==> config.mk <==
export PLATFORM = sky130hd
export DESIGN_NAME = dle_frame_deframer_crc16_top
export DESIGN_NICKNAME = d
export VERILOG_FILES = /design/src/hdl/dledf_pkg.sv /design/src/hdl/dle_frame_deframer_crc16_top.sv /design/src/hdl/dledf_in_reg.sv /design/src/hdl/dledf_parser.sv
export SDC_FILE = /design/constraint.sdc
export NUM_CORES = 1
export LEC_CHECK = 0
export BUFFER_PORTS_ARGS = -buffer_cell sky130_fd_sc_hd__buf_2
export CORE_MARGIN = 2
export CORE_UTILIZATION = 35
export DETAILED_ROUTE_END_ITERATION = 12
export HOLD_SLACK_MARGIN = 0.12
export PLACE_DENSITY = 0.51
export SKIP_CTS_REPAIR_TIMING = 1
export SKIP_LAST_GASP = 1
export SYNTH_ARGS = -nofsm -noshare
export SYNTH_HDL_FRONTEND = slang
export SYNTH_SLANG_ARGS = --single-unit
==> constraint.sdc <==
create_clock -name i_clk -period 3.35 [get_ports i_clk]
set_clock_uncertainty 0.2 [all_clocks]
set_input_delay 0.1675 -clock i_clk [delete_from_list [all_inputs] [get_ports i_clk]]
set_output_delay 0.1675 -clock i_clk [all_outputs]
set_load 0.01 [all_outputs]
==> src/hdl/dledf_pkg.sv <==
// Shared types, byte codes and the byte-wide CRC-16 step for the DLE deframer.
// No dependencies; every other file of the block imports this package.
package dledf_pkg;

    localparam logic [7:0]  SYN_BYTE = 8'h16;
    localparam logic [7:0]  DLE_BYTE = 8'h10;
    localparam logic [7:0]  ETX_BYTE = 8'h03;
    localparam logic [2:0]  HDR_LEN = 3'd5;
    localparam logic [2:0]  HDR_CRC_START = 3'd3;
    localparam logic [15:0] CRC_POLY = 16'h8005;
    localparam logic [15:0] CRC_INIT = 16'h0000;

    localparam logic [2:0] KIND_DATA = 3'd0;
    localparam logic [2:0] KIND_GOOD = 3'd1;
    localparam logic [2:0] KIND_HDR_ERR = 3'd2;
    localparam logic [2:0] KIND_TRL_ERR = 3'd3;
    localparam logic [2:0] KIND_CRC_ERR = 3'd4;

    // One received byte held between the input register and the parser.
    typedef struct packed {
        logic       valid;
        logic [7:0] data;
    } t_rx_item;

    // Expected header byte at a given position; positions past the end return 0x00.
    function automatic logic [7:0] hdr_byte(input logic [2:0] pos);
        logic [7:0] val;
        case (pos)
            3'd0:    val = 8'h16;
            3'd1:    val = 8'h10;
            3'd2:    val = 8'h02;
            3'd3:    val = 8'h00;
            3'd4:    val = 8'h17;
            default: val = 8'h00;
        endcase
        return val;
    endfunction

    // MSB-first CRC-16 update over one byte; unrolls to an XOR network.
    function automatic logic [15:0] crc16_byte(input logic [15:0] crc, input logic [7:0] b);
        logic [15:0] c;
        c = crc ^ {b, 8'h00};
        for (int k = 0; k < 8; k++) begin
            if (c[15]) begin
                c = {c[14:0], 1'b0} ^ CRC_POLY;
            end else begin
                c = {c[14:0], 1'b0};
            end
        end
        return c;
    endfunction

endpackage

==> src/hdl/dle_frame_deframer_crc16_top.sv <==
// Top level of the DLE frame deframer with CRC-16/BUYPASS check.
// Depends on dledf_pkg, dledf_in_reg and dledf_parser.
//
// Usage:
//   The slave channel takes one raw byte from the serial link per transfer.
//   The block hunts for the header 16 10 02 00 17, strips DLE stuffing from
//   the payload and ends the payload at DLE ETX, followed by the CRC high
//   byte, the CRC low byte and a closing 0x16.
//   The master channel carries results: tuser gives the kind (payload byte,
//   frame good, header error, trailer error, crc mismatch), tlast marks the
//   result that closes a frame or reports an error. Bytes that cause no
//   result (hunting, header, escapes, CRC bytes) are consumed silently.
//   A result is loaded into the result register when its byte leaves the
//   input register. Throughput: one byte per cycle while no result waits;
//   the CRC step is a byte-wide XOR network between the input register
//   and the state/result register.
//   Stall: while a result waits for the receiver, one more byte is taken
//   into the input register, then the slave tready drops until the result
//   is transferred out. Nothing is dropped.
//   Reset (i_rst_n low, synchronous): both registers empty, hunting for the
//   header, running CRC and received CRC cleared.
module dle_frame_deframer_crc16_top (
    input  logic        i_clk,
    input  logic        i_rst_n,
    input  logic        i_s_tvalid,
    output logic        o_s_tready,
    input  logic [7:0]  i_s_tdata,   // [7:0] rx_byte
    output logic        o_m_tvalid,
    input  logic        i_m_tready,
    output logic [39:0] o_m_tdata,   // [7:0] payload_byte, [23:8] crc_calc, [39:24] crc_read
    output logic [2:0]  o_m_tuser,   // [2:0] kind
    output logic        o_m_tlast    // frame_last
);
    import dledf_pkg::*;

    t_rx_item    w_item;
    logic        w_advance;
    logic [7:0]  w_payload;
    logic [15:0] w_crc_calc;
    logic [15:0] w_crc_read;

    // Hold the incoming byte until the parser can take it.
    dledf_in_reg u_in_reg (
        .i_clk     (i_clk),
        .i_rst_n   (i_rst_n),
        .i_tvalid  (i_s_tvalid),
        .i_tdata   (i_s_tdata),
        .o_tready  (o_s_tready),
        .i_advance (w_advance),
        .o_item    (w_item)
    );

    // Advance the frame state and register one result per byte at most.
    dledf_parser u_parser (
        .i_clk       (i_clk),
        .i_rst_n     (i_rst_n),
        .i_item      (w_item),
        .i_out_ready (i_m_tready),
        .o_advance   (w_advance),
        .o_valid     (o_m_tvalid),
        .o_kind      (o_m_tuser),
        .o_payload   (w_payload),
        .o_crc_calc  (w_crc_calc),
        .o_crc_read  (w_crc_read),
        .o_last      (o_m_tlast)
    );

    assign o_m_tdata = {w_crc_read, w_crc_calc, w_payload};

endmodule

==> src/hdl/dledf_in_reg.sv <==
// Input register of the DLE deframer: captures one byte per transfer.
// Depends on dledf_pkg for the item struct.
module dledf_in_reg (
    input  logic               i_clk,
    input  logic               i_rst_n,
    input  logic               i_tvalid,
    input  logic [7:0]         i_tdata,
    output logic               o_tready,
    input  logic               i_advance,
    output dledf_pkg::t_rx_item o_item
);
    import dledf_pkg::*;

    t_rx_item r_item;

    // Free when empty or when the held byte moves on this cycle.
    assign o_tready = !r_item.valid || i_advance;
    assign o_item   = r_item;

    always_ff @(posedge i_clk) begin
        if (!i_rst_n) begin
            r_item.valid <= 1'b0;
        end else if (o_tready) begin
            r_item.valid <= i_tvalid;
            if (i_tvalid) begin
                r_item.data <= i_tdata;
            end
        end
    end

endmodule

==> src/hdl/dledf_parser.sv <==
// Frame parser of the DLE deframer: header hunt, unstuffing, CRC and the result register.
// Depends on dledf_pkg for codes, the item struct and the CRC step.
module dledf_parser (
    input  logic                i_clk,
    input  logic                i_rst_n,
    input  dledf_pkg::t_rx_item i_item,
    input  logic                i_out_ready,
    output logic                o_advance,
    output logic                o_valid,
    output logic [2:0]          o_kind,
    output logic [7:0]          o_payload,
    output logic [15:0]         o_crc_calc,
    output logic [15:0]         o_crc_read,
    output logic                o_last
);
    import dledf_pkg::*;

    typedef enum logic [2:0] {
        ST_HUNT    = 3'd0,
        ST_HEADER  = 3'd1,
        ST_BODY    = 3'd2,
        ST_CRC_HI  = 3'd3,
        ST_CRC_LO  = 3'd4,
        ST_TRAILER = 3'd5
    } t_state;

    t_state      r_state, n_state;
    logic [2:0]  r_hpos, n_hpos;
    logic [15:0] r_crc, n_crc;
    logic        r_esc, n_esc;
    logic [7:0]  r_crc_hi, n_crc_hi;
    logic [7:0]  r_crc_lo, n_crc_lo;

    logic        r_valid, n_valid;
    logic [2:0]  r_kind, n_kind;
    logic [7:0]  r_payload, n_payload;
    logic [15:0] r_crc_calc, n_crc_calc;
    logic [15:0] r_crc_read, n_crc_read;
    logic        r_last, n_last;

    logic [7:0]  b;
    logic [15:0] rd;

    assign o_advance  = !r_valid || i_out_ready;
    assign b          = i_item.data;
    assign rd         = {r_crc_hi, r_crc_lo};

    assign o_valid    = r_valid;
    assign o_kind     = r_kind;
    assign o_payload  = r_payload;
    assign o_crc_calc = r_crc_calc;
    assign o_crc_read = r_crc_read;
    assign o_last     = r_last;

    always_comb begin
        n_state    = r_state;
        n_hpos     = r_hpos;
        n_crc      = r_crc;
        n_esc      = r_esc;
        n_crc_hi   = r_crc_hi;
        n_crc_lo   = r_crc_lo;
        n_valid    = r_valid && !o_advance;
        n_kind     = r_kind;
        n_payload  = r_payload;
        n_crc_calc = r_crc_calc;
        n_crc_read = r_crc_read;
        n_last     = r_last;

        if (i_item.valid && o_advance) begin
            n_valid    = 1'b0;
            n_kind     = KIND_DATA;
            n_payload  = 8'h00;
            n_crc_calc = 16'h0000;
            n_crc_read = 16'h0000;
            n_last     = 1'b0;

            unique case (r_state)
                ST_HEADER: begin
                    if (r_hpos >= HDR_LEN || b != hdr_byte(r_hpos)) begin
                        n_state = ST_HUNT;
                        n_hpos  = 3'd0;
                        n_valid = 1'b1;
                        n_kind  = KIND_HDR_ERR;
                        n_last  = 1'b1;
                    end else begin
                        if (r_hpos >= HDR_CRC_START) begin
                            n_crc = crc16_byte(r_crc, b);
                        end
                        n_hpos = r_hpos + 3'd1;
                        if (r_hpos + 3'd1 == HDR_LEN) begin
                            n_state = ST_BODY;
                            n_esc   = 1'b0;
                        end
                    end
                end
                ST_BODY: begin
                    if (r_esc) begin
                        n_esc = 1'b0;
                        if (b == ETX_BYTE) begin
                            n_state = ST_CRC_HI;
                        end else begin
                            // Both bytes of the escape pair enter the CRC.
                            n_crc     = crc16_byte(crc16_byte(r_crc, DLE_BYTE), b);
                            n_valid   = 1'b1;
                            n_payload = b;
                        end
                    end else if (b == DLE_BYTE) begin
                        n_esc = 1'b1;
                    end else begin
                        n_crc     = crc16_byte(r_crc, b);
                        n_valid   = 1'b1;
                        n_payload = b;
                    end
                end
                ST_CRC_HI: begin
                    n_crc_hi = b;
                    n_state  = ST_CRC_LO;
                end
                ST_CRC_LO: begin
                    n_crc_lo = b;
                    n_state  = ST_TRAILER;
                end
                ST_TRAILER: begin
                    n_state    = ST_HUNT;
                    n_hpos     = 3'd0;
                    n_esc      = 1'b0;
                    n_valid    = 1'b1;
                    n_last     = 1'b1;
                    n_crc_calc = r_crc;
                    n_crc_read = rd;
                    // A bad closing byte outranks the CRC compare.
                    if (b != SYN_BYTE) begin
                        n_kind = KIND_TRL_ERR;
                    end else if (r_crc != rd) begin
                        n_kind = KIND_CRC_ERR;
                    end else begin
                        n_kind = KIND_GOOD;
                    end
                end
                default: begin
                    n_esc = 1'b0;
                    if (b == SYN_BYTE) begin
                        n_state = ST_HEADER;
                        n_hpos  = 3'd1;
                        n_crc   = CRC_INIT;
                    end else begin
                        n_state = ST_HUNT;
                        n_hpos  = 3'd0;
                    end
                end
            endcase
        end
    end

    always_ff @(posedge i_clk) begin
        if (!i_rst_n) begin
            r_state  <= ST_HUNT;
            r_hpos   <= 3'd0;
            r_crc    <= CRC_INIT;
            r_esc    <= 1'b0;
            r_crc_hi <= 8'h00;
            r_crc_lo <= 8'h00;
            r_valid  <= 1'b0;
        end else begin
            r_state  <= n_state;
            r_hpos   <= n_hpos;
            r_crc    <= n_crc;
            r_esc    <= n_esc;
            r_crc_hi <= n_crc_hi;
            r_crc_lo <= n_crc_lo;
            r_valid  <= n_valid;
        end
        r_kind     <= n_kind;
        r_payload  <= n_payload;
        r_crc_calc <= n_crc_calc;
        r_crc_read <= n_crc_read;
        r_last     <= n_last;
    end

endmodule
==> Word-level counts from Yosys, hierarchy flattened <==
Index checks and enable logic that the tools add are counted.
{ "totals": {"wordCells": 281, "register_bits": 93, "output_inout_bits": 46, "input_bits": 12} }
{ "classes": {"n_reduce_logical": 20, "order_cmp": 2, "mux": 184, "addsub": 1, "bitwise": 37, "n_eq_ne": 23} }
{ "ops": {"columns": ["op", "n"], "rows": [
  ["16-bit 2-to-1 mux", 153],
  ["3-bit NOT", 31],
  ["16-bit case mux with 3 select lines", 1],
  ["8-bit 2-to-1 mux", 5],
  ["16-bit bitwise XOR", 2],
  ["3-bit 2-to-1 mux", 7],
  ["5-bit case mux with 4 select lines", 1],
  ["8-bit by 5-bit == test with 1-bit output (second input constant)", 2],
  ["16-bit != test", 1],
  ["3-bit case mux with 5 select lines", 1],
  ["3-bit == test (second input constant)", 4],
  ["1-bit 2-to-1 mux", 10],
  ["3-bit by 2-bit == test with 1-bit output (second input constant)", 3],
  ["3-bit case mux with 3 select lines", 1],
  ["8-bit by 2-bit == test with 1-bit output (second input constant)", 1],
  ["2-bit by 1-bit != test with 1-bit output (second input constant)", 4],
  ["8-bit by 5-bit != test with 1-bit output (second input constant)", 1],
  ["8-bit != test", 1],
  ["4-bit AND reduction", 2],
  ["7-bit AND reduction", 1],
  ["3-bit by 1-bit == test with 1-bit output (second input constant)", 2],
  ["1-bit case mux with 3 select lines", 2],
  ["3-bit case mux with 2 select lines", 1],
  ["2-bit AND reduction", 3],
  ["18 further kinds", 27]
]} }

==> Logic depth before layout (Yosys ltp) <==
Gate-level depths: netlist of the first run.
{ "logic_depth": {"ltp_word": 96, "depth_mapped": 10, "ltp_nobuf": 9} }

==> Hierarchy <==
Synthesis of the first run repeated with hierarchy kept, for this count alone.
{ "hier_totals": {"hier_cells": 464, "area_unflattened_um2": 5034.8} }
{ "modules_own_cells": {"columns": ["mod", "area_each_um2", "instances", "cells_each", "seq_area_each_um2"], "rows": [
  ["dledf_parser", 4743.3, 1, 451, 2122.0],
  ["dledf_in_reg", 291.5, 1, 13, 260.2]
]} }

==> Worst setup path after synthesis of the first run <==
OpenSTA, ideal clock, no wires.
{ "synth_timing": {"path_kind": "register -> register", "startpoint": "reg u_parser.r_valid (netlist: u_parser.o_valid)", "endpoint": "reg u_parser.r_crc_hi[0]", "arrival_ns": 2.431, "path_buffers": 0, "setup_slack_ns": 0.591, "synth_period_minus_slack_ns": 2.759, "path_stages_with_launch": 7, "cell_sequence": "dfxtp_1 -> nor2b_1 -> nand2b_1 -> inv_1 -> nand2_1 -> mux2i_1 -> nor2_1"} }
{ "synth_between": {"elab_chain_cells": 4} }
{ "synth_lines": {"columns": ["element", "line", "source"], "rows": [
  ["from (decl)", "dledf_parser.sv:34", "logic r_valid, n_valid;"],
  ["from (signal assigned)", "dledf_parser.sv:171", "r_valid <= n_valid;"],
  ["1-bit zero test", "dledf_parser.sv:44", "assign o_advance = !r_valid || i_out_ready;"],
  ["1-bit logical OR", "dledf_parser.sv:44", null],
  ["1-bit logical AND", "dledf_parser.sv:69", "if (i_item.valid && o_advance) begin"],
  ["2-bit AND reduction (no line)", null, null],
  ["to (signal assigned)", "dledf_parser.sv:169", "r_crc_hi <= n_crc_hi;"],
  ["to (decl)", "dledf_parser.sv:31", "logic [7:0] r_crc_hi, n_crc_hi;"]
]} }
No other way between the ends.
A chain may end at the register's enable or synchronous reset.

==> Final worst setup path of the first run <==
{ "layout_timing": {"startpoint": "reg u_parser.r_hpos[0]", "endpoint": "reg u_parser.r_valid (netlist: u_parser.o_valid)"} }
{ "layout_between": {"elab_chain_cells": 9} }
{ "layout_lines": {"columns": ["element", "line", "source"], "rows": [
  ["from (decl)", "dledf_parser.sv:28", "logic [2:0] r_hpos, n_hpos;"],
  ["from (signal assigned)", "dledf_parser.sv:166", "r_hpos <= n_hpos;"],
  ["3-bit == test (tied with other cells)", "dledf_pkg.sv:28", "case (pos)"],
  ["5-bit case mux with 4 select lines", "dledf_pkg.sv:28", null],
  ["8-bit 2-to-1 mux", "dledf_parser.sv:77", "unique case (r_state)"],
  ["8-bit 2-to-1 mux", "dledf_parser.sv:69", null],
  ["8-bit != test", "dledf_parser.sv:79", "if (r_hpos >= HDR_LEN || b != hdr_byte(r_hpos)) begin"],
  ["1-bit logical OR (*)", "dledf_parser.sv:79", null],
  ["1-bit 2-to-1 mux (*)", "dledf_parser.sv:79", null],
  ["1-bit case mux with 3 select lines (*)", "dledf_parser.sv:77", null],
  ["1-bit 2-to-1 mux (*)", "dledf_parser.sv:69", null]
]} }
Every way passes the cells marked *; elsewhere a longest branch is shown, timed or not. The select of a mux whose other input is x is not followed.

==> impl_metrics.json, run 1 <==
{
  "outcome": "complete, no violations",
  "yosys-mux-area-fraction_pct": 3.82,
  "endpoint": "u_parser.o_valid",
  "num_io_pins": 58,
  "max_freq_mhz": 322,
  "ys_seq_elements": 93,
  "grt_overflow": 0,
  "post-route-drc-count": 0,
  "grt_pass1_vias": 3348,
  "worstPathCellList": "inv_1, ha_1, nor2_1, o221ai_1, o31ai_4, buf_4, a21oi_1, o21a_1, dlygate4sd3_1",
  "critical_path.startpoint": "u_parser.r_hpos[0]",
  "num-nets-final": 525,
  "gp_congestion": 0.859,
  "multi_input_area_um2": 2380,
  "ir_worst_vdd_mv": 0.207,
  "crit_fanout": 17,
  "rsz0062_at_grt": "false",
  "post-route-period-util_pct": 92.7,
  "ant_nets": 0,
  "min_path_cells": 5,
  "wl_per_cell_um": 17.8,
  "firstDrtPassIters": 4,
  "cts-buffers-inserted": 9,
  "leakage_nw": 2.46,
  "antenna_cells": 0,
  "synth-main-ff-cell": "edfxtp_1",
  "synth_top_family_by_area": "simple AND/OR/NAND/NOR gates",
  "fillers": 1355,
  "drive_above_1_share_pct": 19.5,
  "netlist_top_cells_area": "edfxtp_1 31%, dfxtp_1 16%, xnor2_1 6.3%",
  "synth_edf_count": 52,
  "netlist_area_um2": 4980,
  "routed_wl_mm": 12.3,
  "yosysWarnings": 0,
  "dieArea_um2": 15200,
  "end_kind": "register",
  "total_power_mw": 2.53,
  "grt_max_degree": 39,
  "r2r_end": "u_parser.o_valid",
  "worstSetupStartpointType": "register",
  "crit_slowest_cell": "dlygate4sd3_1",
  "synth_area_leader_cell": "edfxtp_1",
  "required_ps": 3390,
  "initial_core_util_pct": 35.9,
  "dp_hpwl_mm": 8.60,
  "async_reset_ff_share_pct": 0,
  "ys_types": 58,
  "drt_iter0_markers": 228,
  "synth-compound-area-share_pct": 12.0,
  "rows": 43,
  "holdCritPathClass": "in -> reg",
  "grt_pass1_wl_mm": 19.2,
  "antenna_found_initial": 0,
  "crit_type": "reg -> reg",
  "areaGrowthSynthToFinish_pct": 17.2,
  "power_density_nw_per_um2": 433,
  "setup_tns_ps": 0,
  "cap_viol_max_count": 0,
  "syn_inst": 454,
  "r2r_slack_ps": 240,
  "cts-root-buf": "clkbuf_16",
  "register_area_um2": 2380,
  "path_clk_slew_ps": 70,
  "avgSynthCellArea_um2": 11.0,
  "track_usage_pct": 17.3,
  "die_height_um": 123,
  "cts.sinks": 93,
  "worstPathArrival_ps": 3150,
  "numPortBuffers": 57,
  "die_w_um": 123,
  "tritoncts": "yes",
  "worst_pin_slew_ps": 620,
  "cts_buffer_depth": 2,
  "synth-simple-area-share_pct": 15.4,
  "hold_viol": 0,
  "yosys.area_share.xor_xnor_pct": 14.9,
  "yosysSeqAreaShare_pct": 47.8,
  "synth_top_area_share_pct": 31.4,
  "setup_violations": 0,
  "cts.htree.levels": 3,
  "slew_headroom_pct": 58.6,
  "synth_fa_ha_area_share_pct": 1.51,
  "r2r_start": "u_parser.r_hpos[0]",
  "core-area_um2": 13900,
  "num_vias": 3540,
  "synthesis.nets": 472,
  "period_needed_ps": 3110,
  "cp_slowest_stage_delay_ps": 540,
  "via_per_inst": 5.12,
  "rr_worst_depth": 9,
  "worst_skew_pair.late_latency_ps": 360,
  "report.final.slew_viol_count": 0
}
-- where the power goes --
group          switching [mW]  internal [mW]  leakage, nW
clock network           0.442          0.640        0.156
registers              0.0197           1.23        0.833
logic                  0.0976          0.102         1.47
total                   0.559           1.97         2.46
-- per-layer routing --
metal	track usage [%]	wire length [um]	vias to the layer above
li1	-	-	1729
met1	23.5	5810	1704
met2	26.4	5630	87
met3	4.29	625	20
met4	6.89	258	0
met5	0	0	-
-- cells in the final DEF (no fill, tap or decap), types with 3 or more instances in the layout --
cell type      instances
a211oi_1              12
a21oi_1               30
a22oi_1                6
a2bb2oi_1              3
and2_1                10
and3_1                34
buf_2                 57
buf_4                 12
clkbuf_16              9
clkbuf_8               3
dfxtp_1               41
dlygate4sd3_1         13
edfxtp_1              52
ha_1                   6
inv_1                  6
mux2i_1               19
nand2_1               14
nand2b_1               6
nand4_1                3
nor2_1                34
nor2b_1                5
nor3_1                 5
nor4_1                 4
o21ai_0                9
or3_1                  3
or4_1                  3
xnor2_1               36
xnor3_1                5
xor2_1                27
-- worst min-delay path by stage --
stage | start | slack (ps) | to
after floorplan | i_s_tdata[0] | 70 | u_in_reg.o_item[0]
after global placement | i_s_tdata[1] | 150 | u_in_reg.o_item[1]
after detailed placement | i_s_tdata[1] | 150 | u_in_reg.o_item[1]
after CTS | i_s_tdata[1] | -230 | u_in_reg.o_item[1]
after global routing | i_s_tdata[7] | 320 | u_in_reg.o_item[7]
final | i_m_tready | 280 | u_parser.r_state[2]
-- synthesized netlist by cell type, types with 3 or more instances --
master,count
or3_1,3
a211oi_1,12
xnor3_1,5
a2bb2oi_1,3
dfxtp_1,41
clkbuf_1,23
buf_2,12
edfxtp_1,52
nand2_1,14
nand2b_1,6
nor2b_1,6
nor4_1,4
inv_1,7
xnor2_1,36
mux2i_1,19
or4_1,3
ha_1,6
and3_1,34
xor2_1,27
nand4_1,3
o21ai_0,9
buf_6,3
and2_1,10
nor3_1,5
a21oi_1,30
nor2_1,34
a22oi_1,6
-- critical path, delay by kind of cell (launching register included) --
kind | cells | cell delay [ps]
buffers and inverters | 3 | 950
AO/OA/AOI/OAI | 4 | 900
AND/OR/NAND/NOR | 1 | 230
flip-flops | 1 | 440
adder cells (fa/ha/maj) | 1 | 270
-- per-stage QoR --
stage / std cells / utilization [%] / instance area [um^2] / hold WS, ps / setup WS, ps
after floorplan: 454 / - / 4980 / 66.4 / 591
after global placement: 663 / 38.8 / 5390 / 147 / 676
after detailed placement: 663 / 38.8 / 5390 / 146 / 614
after CTS: 679 / 41.1 / 5700 / -232 / 608
after global routing: 692 / 42.0 / 5830 / 321 / 61.5
final: 692 / 42.0 / 5830 / 279 / 244
-- cells by family after synthesis --
| group | count (synthesis) |
|---|---|
| buffers and inverters | 48 |
| multiplexers | 19 |
| adder cells (fa/ha/maj) | 6 |
| XOR/XNOR | 72 |
| flip-flops | 93 |
| AO/OA/AOI/OAI | 81 |
| AND/OR/NAND/NOR | 135 |
-- area by class of cell --
type / instances / share of cell area, %
inverter: 8 / 0.515
clock inverter: 3 / 0.751
sequential: 93 / 40.8
tap: 180 / 3.86
clock buffer: 13 / 4.63
timing repair buffer: 82 / 8.66
multi-input combinational: 313 / 40.7
-- sequential cells by signal, summed over array words and instances, names as in the netlist --
signal               flops
u_parser.r_crc_lo        8
u_parser.o_valid         1
u_parser.o_payload       8
u_parser.o_crc_read     16
u_in_reg.o_item          9
u_parser.r_state         3
u_parser.r_crc_hi        8
u_parser.r_esc           1
u_parser.o_last          1
u_parser.o_crc_calc     16
u_parser.r_crc          16
u_parser.o_kind          3
u_parser.r_hpos          3
No activity file was read; power rests on OpenSTA's default activity.
==> run 2, diff against run 1 <==
- ABC_AREA: unset -> 1
==> run 2 against run 1 <==
Non-clock buffer count fell by 12. Sequential power about the same. Critical path depth rose by 3.
==> impl_metrics.json, run 2 <==
{
  "slew_headroom_pct": 29.3,
  "setup_ws_ps": 754,
  "grt_pass1_vias": 4154,
  "crit_type": "reg -> reg",
  "holdCritPathClass": "in -> reg",
  "post-route-drc-count": 0,
  "cts-buffers-inserted": 9,
  "total_power_mw": 2.54,
  "cap_viol_max_count": 0,
  "r2r_start": "u_parser.r_state[1]",
  "max_freq_mhz": 385,
  "synth.most_common_cell": "nand2_1",
  "ys_types": 46,
  "critical_path.startpoint": "u_parser.r_state[1]",
  "rows": 44,
  "via_per_inst": 5.03,
  "grt_overflow": 0,
  "synth-main-ff-cell": "edfxtp_1",
  "synth_area_leader_cell": "edfxtp_1",
  "seq_power_share_pct": 50.0,
  "dieArea_um2": 15600,
  "num-nets-final": 717,
  "die_height_um": 125,
  "die_w_um": 125,
  "drt_iter0_markers": 345,
  "antenna_cells": 0,
  "num_io_pins": 58,
  "design_area_um2": 5920,
  "crit_fanout": 26,
  "internal_power_mw": 1.87,
  "ir_worst_vdd_mv": 0.207,
  "drive_above_1_share_pct": 16.9,
  "worstSetupStartpointType": "register",
  "final_common_cell": "nand2_1",
  "switching_share_pct": 26.7,
  "cts.sinks": 93,
  "tritoncts": "yes",
  "fillers": 1468,
  "synthesis.nets": 660,
  "areaGrowthSynthToFinish_pct": 15.6,
  "final_cell_mix": "160 x nand2_1, 62 x nor2_1, 61 x inv_1",
  "avgSynthCellArea_um2": 7.97,
  "stdcell_count": 888,
  "num_vias": 4463,
  "syn_inst": 642,
  "path_clk_slew_ps": 70,
  "wl_per_cell_um": 16.4,
  "grt_pass1_wl_mm": 22.6,
  "yosysSeqAreaShare_pct": 46.5,
  "track_usage_pct": 18.7,
  "netlist_top_cells_area": "edfxtp_1 30%, dfxtp_1 16%, nand2_1 12%",
  "register_area_um2": 2380,
  "combinationalPowerShare_pct": 12.6,
  "grt_max_degree": 38,
  "rsz0062_at_grt": "false",
  "detailedPlace.worstSlack_ps": 770,
  "ant_nets": 0,
  "core-area_um2": 14400,
  "setup_tns_ps": 0,
  "firstDrtPassIters": 5,
  "initial_core_util_pct": 35.5,
  "netlist_area_um2": 5120,
  "synth_common_cells": "160 x nand2_1, 62 x inv_1, 62 x nor2_1",
  "cts.htree.levels": 3,
  "period_needed_ps": 2600,
  "synth_edf_count": 52,
  "setup_violations": 0,
  "numPortBuffers": 57,
  "cts_buffer_depth": 2,
  "required_ps": 3370,
  "gp_congestion": 0.906,
  "multi_input_area_um2": 2320,
  "antenna_found_initial": 0,
  "hold_start": "i_rst_n",
  "routed_wl_mm": 14.6,
  "cts-root-buf": "clkbuf_16",
  "end_kind": "register",
  "hold_viol": 0,
  "leakage_nw": 2.51,
  "worstPathArrival_ps": 2620,
  "report.final.slew_viol_count": 0,
  "worst_pin_slew_ps": 1060,
  "outcome": "complete, no violations",
  "dp_hpwl_mm": 10.9,
  "power_frac_clock_pct": 37.4,
  "yosysWarnings": 0,
  "dpl.cell_count": 861,
  "worst_skew_pair.late_latency_ps": 340,
  "async_reset_ff_share_pct": 0,
  "dpl_cell_area_um2": 5530,
  "synth_top_area_share_pct": 30.5,
  "p_switching_uw": 679,
  "post-route-period-util_pct": 77.5,
  "ys_seq_elements": 93,
  "power_density_nw_per_um2": 430
}
## run 2: cell count changes in the layout (fill, tap and decap cells not counted), sizes merged, moves of 33 or more
| cell | previous run | this run |
|---|---|---|
| nand3 | 1 | 34 |
| and3 | 34 | 0 |
| nand2 | 14 | 172 |
| inv | 8 | 79 |
| o21ai | 9 | 49 |
## run 2: routing by layer
metal / vias to the layer above / part of all wire [%] / GRT usage, %
li1: 2218 / - / -
met5: - / 0 / 0
met4: 0 / 3.1 / 7.45
met3: 32 / 5.6 / 3.94
met1: 2079 / 46 / 25.5
met2: 134 / 45 / 29.3
## run 2: through the flow
stage | hold slack (ps) | util [%]
final | 198 | 41.0
after floorplan | 66.4 | -
after global placement | 145 | 38.4
after global routing | 226 | 41.0
after detailed placement | 146 | 38.4
after CTS | -218 | 40.3
## run 2: cells by family after synthesis
| kind of cell | share of synthesized area, % |
|---|---|
| flip-flops | 46.5 |
| XOR/XNOR | 5.45 |
| adder cells (fa/ha/maj) | 1.47 |
| AO/OA/AOI/OAI | 13.3 |
| buffers and inverters | 8.11 |
| AND/OR/NAND/NOR | 25.1 |
## run 2: final cells by class
| type | count | share of cell area (%) |
|---|---|---|
| clock buffers | 10 | 4.04 |
| clock inverters | 6 | 0.634 |
| inverters | 79 | 5.01 |
| multi-input cells | 446 | 39.2 |
| flip-flops and latches | 93 | 40.3 |
| well taps | 184 | 3.89 |
| repair buffers | 70 | 6.93 |
## run 2: final timing paths
check                             end  slack [ps]  depth (start not counted)
setup / recovery    u_parser.r_crc[7]         750                         12
hold / removal     u_parser.r_crc[15]         200                          3
setup reg to reg    u_parser.r_crc[7]         750                         12
hold reg to reg   u_parser.r_state[0]         300                          2
## run 2: power groups by stage
stage,Sequential [mW],Combinational [mW],Clock (mW)
finish,1.27,0.321,0.952
global route,1.28,0.357,1.02
CTS,1.27,0.310,0.976
detailed placement,1.30,0.309,0
global placement,1.30,0.306,0
floorplan,1.29,0.225,0
## run 2: critical path, stage by stage, from the launching register on
cell     delay [ps]
dfxtp_1         370
inv_1            50
nor2_1          100
inv_2            60
nor2_2           70
buf_4           200
inv_1           270
nand2_1         210
o32ai_4         130
nor2_4          160
nand3_4         280
o21ai_0         280
a21oi_1          80
